[src/lce_pkg.sv]
// Shared types, constants and helper functions for the link cost estimator.
// Used by the controller, the datapath, the divider and the top level.
package lce_pkg;

    localparam int LCE_ENTRIES = 16;

    localparam int COST_W  = 16;
    localparam int COEF_W  = 11;
    localparam int ENTRY_W = 4;
    localparam int ACT_W   = 2;
    localparam int PROD_W  = COEF_W + COST_W;
    localparam int DIV_W   = PROD_W + 1;
    localparam int DVS_W   = 16;
    localparam int OP_W    = 3;

    localparam logic [COST_W-1:0] COST_INIT     = 16'd256;
    localparam logic [COST_W-1:0] COST_SENTINEL = 16'hffff;

    localparam logic [COEF_W-1:0] SCALE_RESET     = 11'd256;
    localparam logic [COEF_W-1:0] ALPHA_RESET     = 11'd32;
    localparam logic [COST_W-1:0] THRESHOLD_RESET = 16'd3;
    localparam logic [COST_W-1:0] CEILING_RESET   = 16'd1024;

    localparam logic [1:0] REG_SCALE     = 2'd0;
    localparam logic [1:0] REG_ALPHA     = 2'd1;
    localparam logic [1:0] REG_THRESHOLD = 2'd2;
    localparam logic [1:0] REG_CEILING   = 2'd3;

    localparam logic [ACT_W-1:0] ACT_INIT    = 2'd0;
    localparam logic [ACT_W-1:0] ACT_REQUEST = 2'd1;
    localparam logic [ACT_W-1:0] ACT_ACCEPT  = 2'd2;
    localparam logic [ACT_W-1:0] ACT_UPDATE  = 2'd3;

    localparam logic [OP_W-1:0] OP_NONE      = 3'd0;
    localparam logic [OP_W-1:0] OP_MUL_RATIO = 3'd1;
    localparam logic [OP_W-1:0] OP_DIV_RATIO = 3'd2;
    localparam logic [OP_W-1:0] OP_SAMPLE    = 3'd3;
    localparam logic [OP_W-1:0] OP_MUL_MIX   = 3'd4;
    localparam logic [OP_W-1:0] OP_DIV_MIX   = 3'd5;
    localparam logic [OP_W-1:0] OP_MIX_DONE  = 3'd6;
    localparam logic [OP_W-1:0] OP_COMMIT    = 3'd7;

    typedef struct packed {
        logic            load;
        logic [OP_W-1:0] op;
    } lce_cmd_t;

    typedef struct packed {
        logic go_update;
        logic acc_zero;
        logic old_sentinel;
        logic div_done;
        logic div_busy;
        logic out_free;
    } lce_status_t;

    function automatic logic [COST_W-1:0] sat_inc(input logic [COST_W-1:0] v);
        logic [COST_W:0] sum;
        sum = {1'b0, v} + {{COST_W{1'b0}}, 1'b1};
        sat_inc = sum[COST_W] ? COST_SENTINEL : sum[COST_W-1:0];
    endfunction

    function automatic logic [COST_W-1:0] sat_quot(input logic [DIV_W-1:0] q);
        sat_quot = (|q[DIV_W-1:COST_W]) ? COST_SENTINEL : q[COST_W-1:0];
    endfunction

endpackage

[src/lce_div.sv]
// Radix-2 restoring divider, one quotient bit per cycle, shared by both divisions.
// Depends on lce_pkg for operand widths.
module lce_div
    import lce_pkg::*;
(
    input  logic             clk,
    input  logic             rst_n,
    input  logic             start,
    input  logic [DIV_W-1:0] dividend,
    input  logic [DVS_W-1:0] divisor,
    output logic [DIV_W-1:0] quotient,
    output logic             busy,
    output logic             done
);

    localparam int CNT_W = $clog2(DIV_W);
    localparam logic [CNT_W-1:0] CNT_LAST = CNT_W'(DIV_W - 1);

    logic [DIV_W-1:0] quo_reg;
    logic [DVS_W-1:0] rem_reg;
    logic [DVS_W-1:0] dvs_reg;
    logic [CNT_W-1:0] cnt_reg;
    logic             busy_reg;
    logic             done_reg;

    logic [DVS_W:0]   trial;
    logic [DVS_W:0]   diff;
    logic             fits;

    assign trial = {rem_reg, quo_reg[DIV_W-1]};
    assign diff  = trial - {1'b0, dvs_reg};
    assign fits  = trial >= {1'b0, dvs_reg};

    always_ff @(posedge clk or negedge rst_n)
    begin
        if (!rst_n)
        begin
            busy_reg <= 1'b0;
            done_reg <= 1'b0;
            cnt_reg  <= '0;
        end
        else if (start)
        begin
            busy_reg <= 1'b1;
            done_reg <= 1'b0;
            cnt_reg  <= '0;
        end
        else if (busy_reg)
        begin
            cnt_reg <= cnt_reg + 1'b1;
            if (cnt_reg == CNT_LAST)
            begin
                busy_reg <= 1'b0;
                done_reg <= 1'b1;
            end
        end
    end

    always_ff @(posedge clk)
    begin
        if (start)
        begin
            quo_reg <= dividend;
            rem_reg <= '0;
            dvs_reg <= divisor;
        end
        else if (busy_reg)
        begin
            quo_reg <= {quo_reg[DIV_W-2:0], fits};
            rem_reg <= fits ? diff[DVS_W-1:0] : trial[DVS_W-1:0];
        end
    end

    assign quotient = quo_reg;
    assign busy     = busy_reg;
    assign done     = done_reg;

endmodule

[src/lce_datapath.sv]
// Datapath: configuration registers, neighbor tables, multipliers and output register.
// Depends on lce_pkg and instantiates lce_div; driven by commands from lce_ctrl.
module lce_datapath
    import lce_pkg::*;
#(
    parameter int ENTRIES = LCE_ENTRIES
)
(
    input  logic               clk,
    input  logic               rst_n,
    input  lce_cmd_t           cmd,
    output lce_status_t        status,
    input  logic               cfg_write,
    input  logic [1:0]         cfg_index,
    input  logic [15:0]        cfg_data,
    input  logic [ACT_W-1:0]   in_action,
    input  logic [ENTRY_W-1:0] in_entry,
    input  logic               m_axis_tready,
    output logic               m_axis_tvalid,
    output logic [47:0]        m_axis_tdata,
    output logic [0:0]         m_axis_tuser
);

    localparam int IDX_W = (ENTRIES > 1) ? $clog2(ENTRIES) : 1;
    localparam logic [8:0] ENT_LIM = 9'(ENTRIES);

    logic [COEF_W-1:0] scale_reg;
    logic [COEF_W-1:0] alpha_reg;
    logic [COST_W-1:0] threshold_reg;
    logic [COST_W-1:0] ceiling_reg;

    logic [COST_W-1:0] cost_mem [ENTRIES];
    logic [COST_W-1:0] req_mem  [ENTRIES];
    logic [COST_W-1:0] acc_mem  [ENTRIES];
    logic [ENTRIES-1:0] valid_reg;

    logic [ACT_W-1:0]   action_reg;
    logic [ENTRY_W-1:0] entry_reg;
    logic [COST_W-1:0]  cost_rd_reg;
    logic [COST_W-1:0]  req_rd_reg;
    logic [COST_W-1:0]  acc_rd_reg;
    logic [PROD_W-1:0]  prod0_reg;
    logic [PROD_W-1:0]  prod1_reg;
    logic [COST_W-1:0]  sample_reg;
    logic [COST_W-1:0]  cost_new_reg;

    logic               out_valid_reg;
    logic [COST_W-1:0]  out_cost_reg;
    logic [COST_W-1:0]  out_req_reg;
    logic [COST_W-1:0]  out_acc_reg;
    logic               out_upd_reg;

    logic [IDX_W-1:0]   idx;
    logic [IDX_W-1:0]   in_idx;
    logic               in_range;
    logic               rd_valid;
    logic [COST_W-1:0]  cur_cost;
    logic [COST_W-1:0]  cur_req;
    logic [COST_W-1:0]  cur_acc;
    logic [COEF_W-1:0]  k_eff;
    logic [COEF_W-1:0]  a_eff;
    logic               go_update;
    logic               acc_zero;
    logic               commit;
    logic               out_free;

    logic [DIV_W-1:0]   mix_sum;
    logic               div_start;
    logic [DIV_W-1:0]   div_dividend;
    logic [DVS_W-1:0]   div_divisor;
    logic [DIV_W-1:0]   div_quot;
    logic               div_busy;
    logic               div_done;

    logic [COST_W-1:0]  q_sat;
    logic [COST_W:0]    bump;
    logic [COST_W-1:0]  mix_final;

    logic [COST_W-1:0]  res_cost;
    logic [COST_W-1:0]  res_req;
    logic [COST_W-1:0]  res_acc;
    logic               res_upd;

    assign idx      = IDX_W'(entry_reg);
    assign in_idx   = IDX_W'(in_entry);
    assign in_range = {5'd0, entry_reg} < ENT_LIM;
    assign rd_valid = in_range && valid_reg[idx];
    assign cur_cost = rd_valid ? cost_rd_reg : COST_INIT;
    assign cur_req  = rd_valid ? req_rd_reg : '0;
    assign cur_acc  = rd_valid ? acc_rd_reg : '0;

    assign k_eff = (scale_reg == '0) ? COEF_W'(1) : scale_reg;
    assign a_eff = (alpha_reg > k_eff) ? k_eff : alpha_reg;

    assign acc_zero  = cur_acc == '0;
    assign go_update = in_range && (action_reg == ACT_UPDATE) && (cur_req >= threshold_reg);
    assign out_free  = !out_valid_reg || m_axis_tready;
    assign commit    = cmd.op == OP_COMMIT;

    assign mix_sum      = DIV_W'(prod0_reg) + DIV_W'(prod1_reg);
    assign div_start    = (cmd.op == OP_DIV_RATIO) || (cmd.op == OP_DIV_MIX);
    assign div_dividend = (cmd.op == OP_DIV_MIX) ? mix_sum : DIV_W'(prod0_reg);
    assign div_divisor  = (cmd.op == OP_DIV_MIX) ? DVS_W'(k_eff) : cur_acc;

    lce_div u_div (
        .clk      (clk),
        .rst_n    (rst_n),
        .start    (div_start),
        .dividend (div_dividend),
        .divisor  (div_divisor),
        .quotient (div_quot),
        .busy     (div_busy),
        .done     (div_done)
    );

    assign q_sat     = sat_quot(div_quot);
    assign bump      = {1'b0, q_sat} + (COST_W + 1)'(k_eff);
    assign mix_final = ((q_sat == cur_cost) && acc_zero)
                     ? (bump[COST_W] ? COST_SENTINEL : bump[COST_W-1:0])
                     : q_sat;

    always_comb
    begin
        res_cost = cur_cost;
        res_req  = cur_req;
        res_acc  = cur_acc;
        res_upd  = 1'b0;
        unique case (action_reg)
            ACT_INIT:
            begin
                res_cost = COST_INIT;
                res_req  = '0;
                res_acc  = '0;
            end
            ACT_REQUEST:
            begin
                res_req = sat_inc(cur_req);
            end
            ACT_ACCEPT:
            begin
                res_acc = sat_inc(cur_acc);
            end
            default:
            begin
                if (go_update)
                begin
                    res_cost = cost_new_reg;
                    res_req  = '0;
                    res_acc  = '0;
                    res_upd  = 1'b1;
                end
            end
        endcase
        if (!in_range)
        begin
            res_cost = '0;
            res_req  = '0;
            res_acc  = '0;
            res_upd  = 1'b0;
        end
    end

    always_ff @(posedge clk or negedge rst_n)
    begin
        if (!rst_n)
        begin
            scale_reg     <= SCALE_RESET;
            alpha_reg     <= ALPHA_RESET;
            threshold_reg <= THRESHOLD_RESET;
            ceiling_reg   <= CEILING_RESET;
        end
        else if (cfg_write)
        begin
            unique case (cfg_index)
                REG_SCALE:     scale_reg     <= cfg_data[COEF_W-1:0];
                REG_ALPHA:     alpha_reg     <= cfg_data[COEF_W-1:0];
                REG_THRESHOLD: threshold_reg <= cfg_data;
                REG_CEILING:   ceiling_reg   <= cfg_data;
                default:       scale_reg     <= scale_reg;
            endcase
        end
    end

    always_ff @(posedge clk or negedge rst_n)
    begin
        if (!rst_n)
        begin
            valid_reg     <= '0;
            out_valid_reg <= 1'b0;
        end
        else
        begin
            if (commit && in_range)
            begin
                valid_reg[idx] <= 1'b1;
            end
            if (commit)
            begin
                out_valid_reg <= 1'b1;
            end
            else if (m_axis_tready)
            begin
                out_valid_reg <= 1'b0;
            end
        end
    end

    always_ff @(posedge clk)
    begin
        if (cmd.load)
        begin
            action_reg  <= in_action;
            entry_reg   <= in_entry;
            cost_rd_reg <= cost_mem[in_idx];
            req_rd_reg  <= req_mem[in_idx];
            acc_rd_reg  <= acc_mem[in_idx];
        end
        case (cmd.op)
            OP_MUL_RATIO:
            begin
                prod0_reg <= PROD_W'(k_eff) * PROD_W'(cur_req);
            end
            OP_SAMPLE:
            begin
                sample_reg   <= acc_zero ? ceiling_reg : q_sat;
                cost_new_reg <= acc_zero ? ceiling_reg : q_sat;
            end
            OP_MUL_MIX:
            begin
                prod0_reg <= PROD_W'(k_eff - a_eff) * PROD_W'(cur_cost);
                prod1_reg <= PROD_W'(a_eff) * PROD_W'(sample_reg);
            end
            OP_MIX_DONE:
            begin
                cost_new_reg <= mix_final;
            end
            default:
            begin
                sample_reg <= sample_reg;
            end
        endcase
        if (commit)
        begin
            out_cost_reg <= res_cost;
            out_req_reg  <= res_req;
            out_acc_reg  <= res_acc;
            out_upd_reg  <= res_upd;
            if (in_range)
            begin
                cost_mem[idx] <= res_cost;
                req_mem[idx]  <= res_req;
                acc_mem[idx]  <= res_acc;
            end
        end
    end

    assign status.go_update    = go_update;
    assign status.acc_zero     = acc_zero;
    assign status.old_sentinel = cur_cost == COST_SENTINEL;
    assign status.div_done     = div_done;
    assign status.div_busy     = div_busy;
    assign status.out_free     = out_free;

    assign m_axis_tvalid = out_valid_reg;
    assign m_axis_tdata  = {out_acc_reg, out_req_reg, out_cost_reg};
    assign m_axis_tuser  = out_upd_reg;

endmodule

[src/lce_ctrl.sv]
// Controller state machine that sequences one request through the datapath.
// Depends on lce_pkg for the command and status types.
module lce_ctrl
    import lce_pkg::*;
(
    input  logic        clk,
    input  logic        rst_n,
    input  logic        s_axis_tvalid,
    output logic        s_axis_tready,
    input  lce_status_t status,
    output lce_cmd_t    cmd
);

    localparam logic [3:0] S_IDLE       = 4'd0;
    localparam logic [3:0] S_EVAL       = 4'd1;
    localparam logic [3:0] S_MUL_RATIO  = 4'd2;
    localparam logic [3:0] S_DIV_RATIO  = 4'd3;
    localparam logic [3:0] S_WAIT_RATIO = 4'd4;
    localparam logic [3:0] S_SAMPLE     = 4'd5;
    localparam logic [3:0] S_MUL_MIX    = 4'd6;
    localparam logic [3:0] S_DIV_MIX    = 4'd7;
    localparam logic [3:0] S_WAIT_MIX   = 4'd8;
    localparam logic [3:0] S_MIX_DONE   = 4'd9;
    localparam logic [3:0] S_COMMIT     = 4'd10;

    logic [3:0] state_reg;
    logic [3:0] state_next;

    always_comb
    begin
        state_next = state_reg;
        cmd.load   = 1'b0;
        cmd.op     = OP_NONE;
        unique case (state_reg)
            S_IDLE:
            begin
                if (s_axis_tvalid)
                begin
                    cmd.load   = 1'b1;
                    state_next = S_EVAL;
                end
            end
            S_EVAL:
            begin
                if (!status.go_update)
                begin
                    state_next = S_COMMIT;
                end
                else if (status.acc_zero)
                begin
                    state_next = S_SAMPLE;
                end
                else
                begin
                    state_next = S_MUL_RATIO;
                end
            end
            S_MUL_RATIO:
            begin
                cmd.op     = OP_MUL_RATIO;
                state_next = S_DIV_RATIO;
            end
            S_DIV_RATIO:
            begin
                cmd.op     = OP_DIV_RATIO;
                state_next = S_WAIT_RATIO;
            end
            S_WAIT_RATIO:
            begin
                if (status.div_done)
                begin
                    state_next = S_SAMPLE;
                end
            end
            S_SAMPLE:
            begin
                cmd.op     = OP_SAMPLE;
                state_next = status.old_sentinel ? S_COMMIT : S_MUL_MIX;
            end
            S_MUL_MIX:
            begin
                cmd.op     = OP_MUL_MIX;
                state_next = S_DIV_MIX;
            end
            S_DIV_MIX:
            begin
                cmd.op     = OP_DIV_MIX;
                state_next = S_WAIT_MIX;
            end
            S_WAIT_MIX:
            begin
                if (status.div_done)
                begin
                    state_next = S_MIX_DONE;
                end
            end
            S_MIX_DONE:
            begin
                cmd.op     = OP_MIX_DONE;
                state_next = S_COMMIT;
            end
            S_COMMIT:
            begin
                if (status.out_free)
                begin
                    cmd.op     = OP_COMMIT;
                    state_next = S_IDLE;
                end
            end
            default:
            begin
                state_next = S_IDLE;
            end
        endcase
    end

    always_ff @(posedge clk or negedge rst_n)
    begin
        if (!rst_n)
        begin
            state_reg <= S_IDLE;
        end
        else
        begin
            state_reg <= state_next;
        end
    end

    assign s_axis_tready = state_reg == S_IDLE;

endmodule

[src/link_cost_estimator.sv]
// Link cost estimator: per-neighbor request/accept counters and moving-average cost.
// Init, request, accept and below-threshold updates go from S_EVAL straight to S_COMMIT.
// An update with accepts makes two passes of the shared divider, ratio then mix; with no
// accepts only the mix pass, and with the stored cost at the 0xffff marker no mix pass.
// One request is worked on at a time; the output register frees the next accept.
// Reset (rst_n, asynchronous) clears valid bits so every entry reads as cost 256 at once.
module link_cost_estimator
    import lce_pkg::*;
#(
    parameter int ENTRIES = LCE_ENTRIES
)
(
    input  logic        clk,
    input  logic        rst_n,
    input  logic        s_axis_tvalid,
    output logic        s_axis_tready,
    input  logic [7:0]  s_axis_tdata,  // [3:0] entry, [7:4] zero
    input  logic [1:0]  s_axis_tuser,  // [1:0] action
    output logic        m_axis_tvalid,
    input  logic        m_axis_tready,
    output logic [47:0] m_axis_tdata,  // [15:0] cost, [31:16] request_count, [47:32] accept_count
    output logic [0:0]  m_axis_tuser,  // [0] updated
    input  logic        cfg_valid,
    output logic        cfg_ready,
    input  logic [1:0]  cfg_index,
    input  logic [15:0] cfg_data
);

    lce_cmd_t    cmd;
    lce_status_t status;

    assign cfg_ready = 1'b1;

    lce_ctrl u_ctrl (
        .clk           (clk),
        .rst_n         (rst_n),
        .s_axis_tvalid (s_axis_tvalid),
        .s_axis_tready (s_axis_tready),
        .status        (status),
        .cmd           (cmd)
    );

    lce_datapath #(
        .ENTRIES (ENTRIES)
    ) u_datapath (
        .clk           (clk),
        .rst_n         (rst_n),
        .cmd           (cmd),
        .status        (status),
        .cfg_write     (cfg_valid && cfg_ready),
        .cfg_index     (cfg_index),
        .cfg_data      (cfg_data),
        .in_action     (s_axis_tuser),
        .in_entry      (s_axis_tdata[ENTRY_W-1:0]),
        .m_axis_tready (m_axis_tready),
        .m_axis_tvalid (m_axis_tvalid),
        .m_axis_tdata  (m_axis_tdata),
        .m_axis_tuser  (m_axis_tuser)
    );

    // Only one request may be in flight at a time.
    assert property (@(posedge clk) disable iff (!rst_n)
        (s_axis_tvalid && s_axis_tready) |=> !s_axis_tready)
        else $error("second request accepted while one is in flight");

    // A result is committed only when the output register can take it.
    assert property (@(posedge clk) disable iff (!rst_n)
        (cmd.op == OP_COMMIT) |-> status.out_free)
        else $error("commit while output register is still held");

    // The divider is never restarted while it is iterating.
    assert property (@(posedge clk) disable iff (!rst_n)
        ((cmd.op == OP_DIV_RATIO) || (cmd.op == OP_DIV_MIX)) |-> !status.div_busy)
        else $error("divider started while busy");

    // A new request is loaded only while no command is running in the datapath.
    assert property (@(posedge clk) disable iff (!rst_n)
        cmd.load |-> (cmd.op == OP_NONE) && !status.div_busy)
        else $error("request loaded during datapath activity");

endmodule

[config.mk]
export PLATFORM = sky130hd
export DESIGN_NAME = link_cost_estimator
export DESIGN_NICKNAME = d
export VERILOG_FILES = /design/src/lce_pkg.sv /design/src/lce_div.sv /design/src/lce_datapath.sv /design/src/lce_ctrl.sv /design/src/link_cost_estimator.sv
export SDC_FILE = /design/constraint.sdc
export NUM_CORES = 2
export LEC_CHECK = 0
export BUFFER_PORTS_ARGS = -buffer_cell sky130_fd_sc_hd__buf_2
export CELL_PAD_IN_SITES_DETAIL_PLACEMENT = 1
export CELL_PAD_IN_SITES_GLOBAL_PLACEMENT = 1
export CORE_UTILIZATION = 58
export DETAILED_ROUTE_END_ITERATION = 8
export PLACE_DENSITY = 0.87
export SYNTH_ARGS = -nofsm -noshare
export SYNTH_HDL_FRONTEND = slang
export SYNTH_SLANG_ARGS = --single-unit
[constraint.sdc]
create_clock -name clk -period 23.4 [get_ports clk]
set_input_delay 0 -clock clk [delete_from_list [all_inputs] [get_ports clk]]
set_output_delay 0 -clock clk [all_outputs]
set_load 0.02 [all_outputs]
==> Word-level counts from Yosys, hierarchy flattened <==
Memory sizes are Yosys's and may differ from the RTL's. A register that Yosys moved wholly into a read port is not among the register bits.
Cells that the tools add are included.
{ "word_totals": {"register_bits": 283, "ram_bits": 768, "in_bits": 33, "word_cells": 151, "n_memories": 3} }
{ "op_classes": {"n_addsub": 7, "multipliers": 3, "order_cmp": 5, "n_eq_ne": 30, "muxes": 53, "bitwise_logic": 1, "reduce_logical": 25} }
{ "memory_table": {"columns": ["memory", "depth", "width", "rd", "rd_clocked_by_memory_dff", "wr", "line", "rtl"], "rows": [
  ["u_datapath.acc_mem", 16, 16, 1, 1, 1, "lce_datapath.sv:34", "logic [COST_W-1:0] acc_mem [ENTRIES];"],
  ["u_datapath.cost_mem", 16, 16, 1, 1, 1, "lce_datapath.sv:32", "logic [COST_W-1:0] cost_mem [ENTRIES];"],
  ["u_datapath.req_mem", 16, 16, 1, 1, 1, "lce_datapath.sv:33", "logic [COST_W-1:0] req_mem [ENTRIES];"]
]} }
{ "ops": {"columns": ["cell", "n"], "rows": [
  ["$mux 16", 13],
  ["$pmux 16 s3", 2],
  ["$mux 28", 3],
  ["$pmux 16 s2", 2],
  ["$mul 11x16->27", 2],
  ["$pmux 27 s2", 1],
  ["$pmux 4 s11", 1],
  ["$add 16x1->17 const B", 2],
  ["$mux 11", 3],
  ["$add 27x27->28", 1],
  ["$mul 27x16->27", 1],
  ["$mux 4", 6],
  ["$pmux 3 s7", 1],
  ["$add 16x11->17", 1],
  ["$ge 17x16->1", 1],
  ["$eq 16x16->1", 1],
  ["$eq 16x16->1 const B", 1],
  ["$eq 4x3->1 const B", 4],
  ["$ge 16x16->1", 1],
  ["$logic_not 16->1", 1],
  ["$or 16x16->16", 1],
  ["$sub 16x16->16", 1],
  ["$mux 1", 15],
  ["$eq 3x3->1 const B", 4],
  ["other kinds (31)", 55]
]} }

==> Depth between registers and ports, before layout <==
{ "depth": {"ltp_word": 8, "depth_mapped": 51, "depth_no_buf": 48} }

==> Modules after synthesis <==
Synthesis repeated with hierarchy kept, for this count alone.
{ "unflattened": {"hier_cells": 5057, "area_unflattened_um2": 65355.2} }
{ "modules_own_cells": {"columns": ["mod", "n_inst", "cells_each", "area_per_inst_um2", "seq_area_each_um2"], "rows": [
  ["lce_datapath", 1, 4683, 61223.7, 30520.5],
  ["lce_div", 1, 321, 3727.3, 1816.7],
  ["lce_ctrl", 1, 51, 392.9, 100.1],
  ["link_cost_estimator", 1, 2, 11.3, 0.0]
]} }

==> Least setup slack after synthesis <==
No wires, ideal clock.
{ "synth_path": {"kind": "reg-to-reg", "start": "register u_datapath.scale_reg[7]", "end": "register u_datapath.prod0_reg[26] (data pin)", "setup_time_ps": 270, "t_arrival_ps": 10899, "t_required_ps": 23130, "setup_slack_ps": 12231, "stages_incl_launch_ff": 47, "synth_period_minus_slack_ps": 11169, "path_cell_list": "dfrtp_1 nor4_1 a41oi_1 inv_1 clkbuf_1 ha_1 nor2b_1 o21a_1 o21a_1 o21a_1 o21a_1 o21ai_0 a31oi_1 o21ai_2 mux2i_1 clkbuf_1 ha_1 fa_1 (+11 left out) fa_1 fa_1 fa_1 fa_1 inv_1 fa_1 inv_1 ha_1 a21o_1 a21o_1 a21o_1 a2111oi_0 a21boi_0 o41a_1 o21ai_0 xor2_1 nor2_1 a21oi_1"} }
{ "synth_via": {"elab_chain_len": 7, "word_cells_on_any_way": 8, "cone_classes": "add/sub (1); mul (2); order compare (1); mux (3); reduce/logical (1)"} }
{ "synth_rtl": {"columns": ["element", "line", "rtl"], "rows": [
  ["start: declaration", "lce_datapath.sv:27", "logic [COEF_W-1:0] scale_reg;"],
  ["start signal: assignment", "lce_datapath.sv:175", "REG_SCALE: scale_reg <= cfg_data[COEF_W-1:0];"],
  ["start signal: assignment", "lce_datapath.sv:179", "default: scale_reg <= scale_reg;"],
  ["$logic_not 11->1", "lce_datapath.sv:92", "assign k_eff = (scale_reg == '0) ? COEF_W'(1) : scale_reg;"],
  ["$mux 11 (*)", "lce_datapath.sv:92", null],
  ["$gt 11x11->1", "lce_datapath.sv:93", "assign a_eff = (alpha_reg > k_eff) ? k_eff : alpha_reg;"],
  ["$mux 11", "lce_datapath.sv:93", null],
  ["$sub 11x11->12", "lce_datapath.sv:230", "prod0_reg <= PROD_W'(k_eff - a_eff) * PROD_W'(cur_cost);"],
  ["$mul 27x16->27", "lce_datapath.sv:230", null],
  ["$pmux 27 s2 (*)", "lce_datapath.sv:218", "case (cmd.op)"],
  ["end signal: assignment", "lce_datapath.sv:221", "prod0_reg <= PROD_W'(k_eff) * PROD_W'(cur_req);"],
  ["end signal: assignment", "lce_datapath.sv:230", null],
  ["end: declaration", "lce_datapath.sv:42", "logic [PROD_W-1:0] prod0_reg;"]
]} }
Mark *: on every way between the ends. The rest lies on a longest branch, timed or not.
A chain may end at the register's enable or synchronous reset.

==> Final worst setup path <==
Ends and elaborated chain as after synthesis.

==> results.yml <==
worst_setup_path:
  required_ns: 23.98
  cp-end-kind: "register"
  cp_max_fo: 17
  start_kind: "register"
  cpPeakStageDelay_ns: 0.88
  cp_slowest_cell: "nor3_1"
  crit_type: "reg2reg"
  crit_arrival_ns: 14.19
layout:
  multiInputGateArea_um2: 30700
  area_growth_pct: 9.70
  regArea_um2: 32400
  reg_top3: "u_datapath.acc_mem (256), u_datapath.cost_mem (256), u_datapath.req_mem (256)"
  fin_nets: 5999
  drive_gt1_share_pct: 13.9
  fillers: 10663
  fin_area_um2: 72500
sta:
  relSlewSlack_pct: -3.81
  min_period_ns: 13.61
  finalClockSkew_ns: 0.0722
  tightest_slew_ns: 1.56
  final-max-slew-violation-count: 53
  fmax_mhz: 73.5
  tns_ns: 0
  setup_violations: 0
  hold_viol: 0
  rsz0062_at_grt: "no"
  fin_crit_sh_pct: 58.2
pwr:
  ir_drop_mv: 0.283
  p_leak_nw: 28.4
  p_switching_w: 0.00556
  powerDensity_nw_per_um2: 161
  clkPwrFrac_pct: 16.5
  combinationalPowerShare_pct: 63.8
  seqPwrFrac_pct: 19.7
  switching_share_pct: 47.7
  internal_power_w: 0.00609
  power_w: 0.0116
global_route:
  grt_pass1_vias: 51670
  grt_pass1_wl_um: 354000
  grt_usage_pct: 42.6
  grt_max_degree: 97
  antenna_found_initial: 25
  grt_overflow_total: 0
route:
  drc: 12
  drt-initial-drc-count: 7185
  wl_per_cell_um: 35.6
  drt-total-wl_um: 243000
  antenna_left: 0
  drtPass1Iterations: 9
  vias_per_cell: 7.06
  num_vias: 48176
synth:
  ys_types: 87
  synth_top_cell_by_area: "edfxtp_1"
  ys_warn_count: 0
  synth_nets: 5921
  synth_seq_cells: 1099
  synth-edff-count: 1001
  yosysTopAreaCellShare_pct: 45.5
  ys_top_cells_by_count: "1001 x edfxtp_1, 600 x inv_1, 544 x nand2_1, 454 x fa_1, 339 x nor2_1"
  synth_area_leaders: "edfxtp_1 45%, fa_1 14%, mux4_2 8.2%"
  synth_seq_area_share_pct: 49.1
  ys.flop_type: "edfxtp_1"
  yosysMostFrequentCell: "edfxtp_1"
  synth_cells: 5143
  syn_avg_cell_area_um2: 12.9
  syn_area_um2: 66100
  synthArstFlopShare_pct: 7.46
run_status:
  status: "finished with violations"
  violations: "DRC, capacitance limit, slew limit"
run:
  max-cap-violations: 6
clock_network:
  path_clk_slew_ns: 0.08
  postCtsHoldBufs: 44
  cts_sinks: 1099
  cts_buffers: 109
  clk_latency_ns: 0.77
  cts_setup_buffers: 0
  htreeDepth: 3
  clock_path_buffers: 3
  cts-root-buf: "clkbuf_16"
  tritoncts: "built"
  cts_resized: 0
floorplanning:
  io_pins: 85
  fp.coreArea_um2: 113000
  rows: 123
  floorplan.initialDensity_pct: 58.6
  dieArea_um2: 115000
  die_w_um: 340
  dieHeight_um: 340
hold_path:
  hold_path.class: "in2reg"
placement:
  hpwl_um: 138000
  place_area_um2: 68300
  place.gp.congestion: 0.934
  portBuffers: 79
[final cells by class]
| cell class | instances | share of cell area [%] |
|---|---|---|
| diodes | 9 | 0.0311 |
| clock buffers | 124 | 3.84 |
| clock inverters | 79 | 1.31 |
| inverters | 610 | 3.16 |
| multi-input cells | 3194 | 42.3 |
| flip-flops and latches | 1099 | 44.7 |
| well taps | 1500 | 2.59 |
| repair buffers | 207 | 2.05 |
[through the flow]
step	utilization (%)	hold slack (ns)	setup slack, ns	cells
3_3_place_gp	60.5	-0.123	10.92	6565
4_1_cts	64.2	0.0106	10.33	6812
3_5_place_dp	60.5	-0.116	10.51	6565
5_1_grt	64.3	0.0404	9.27	6814
6_report	64.3	0.0321	9.79	6822
2_1_floorplan	-	-0.296	12.23	5143
[cells by family after synthesis]
logic type               count (synthesis)  synth area share [%]
flip-flops                            1099                  49.1
buffers and inverters                  850                  4.90
other                                    1               0.00567
multiplexers                           321                  9.51
AO/OA/AOI/OAI                          661                  6.40
AND/OR/NAND/NOR                       1335                  9.13
XOR/XNOR                               131                  1.74
adder cells (fa/ha/maj)                745                  19.3
[critical path, delay by kind of cell (launching register included)]
family	cells	cell delay [ns]
AO/OA/AOI/OAI	21	5.10
buffers and inverters	4	0.95
AND/OR/NAND/NOR	7	1.91
adder cells (fa/ha/maj)	9	4.17
multiplexers	1	0.55
flip-flops	1	0.42
XOR/XNOR	1	0.32
[per-layer routing]
layer  up-vias  routed length (µm)  global-route usage [%]
met5         -                 162                   0.327
met4        18               20600                    29.2
met3      1408               29100                    11.9
met2      4218              114000                    67.9
met1     24223               79300                    50.6
li1      18309                   -                       -
[placed cells by master (no fill, tap or decap), drive strengths merged, types with 12 or more instances in the layout]
cell         count
a22oi           12
fa             454
dlygate4sd3     44
ha             291
bufinv          16
nor2b           26
xnor2           80
a31oi           21
and2            94
buf            162
edfxtp        1001
nand2          544
dfxtp           16
o21ai          176
nor3            66
a21o            51
nor2           339
xor2            51
mux2            56
nand3           66
a211oi          28
mux4           240
a21oi          185
dfrtp           77
o31ai           14
clkbuf         125
nand2b          34
a31o            12
inv            604
and3            42
mux2i           25
or3             22
clkinv          61
o2bb2ai         12
o21a            24
or2             37
nand4           28
nor4            15
[power groups by stage]
stage | registers, W | clock network, W | logic, W
floorplan | 0.00232 | 0 | 0.00486
global placement | 0.00233 | 0 | 0.00687
detailed placement | 0.00233 | 0 | 0.00731
CTS | 0.00229 | 0.00189 | 0.00740
global route | 0.00230 | 0.00197 | 0.00808
finish | 0.00230 | 0.00192 | 0.00743
[path summary, 6_finish.rpt]
path	slack [ns]	cells after the start	to	startpoint
min reg2reg	0.48	1	u_datapath.valid_reg[4]	u_datapath.valid_reg[4]
max	9.79	43	u_datapath.prod0_reg[26]	u_datapath.scale_reg[7]
max reg2reg	9.79	43	u_datapath.prod0_reg[26]	u_datapath.scale_reg[7]
min in group asynchronous	0.49	3	u_datapath.threshold_reg[1]	rst_n
max in group asynchronous	21.69	4	u_datapath.threshold_reg[15]	rst_n
min	0.03	2	u_datapath.action_reg[1]	s_axis_tuser[1]
No activity file was read; power rests on OpenSTA's default activity.
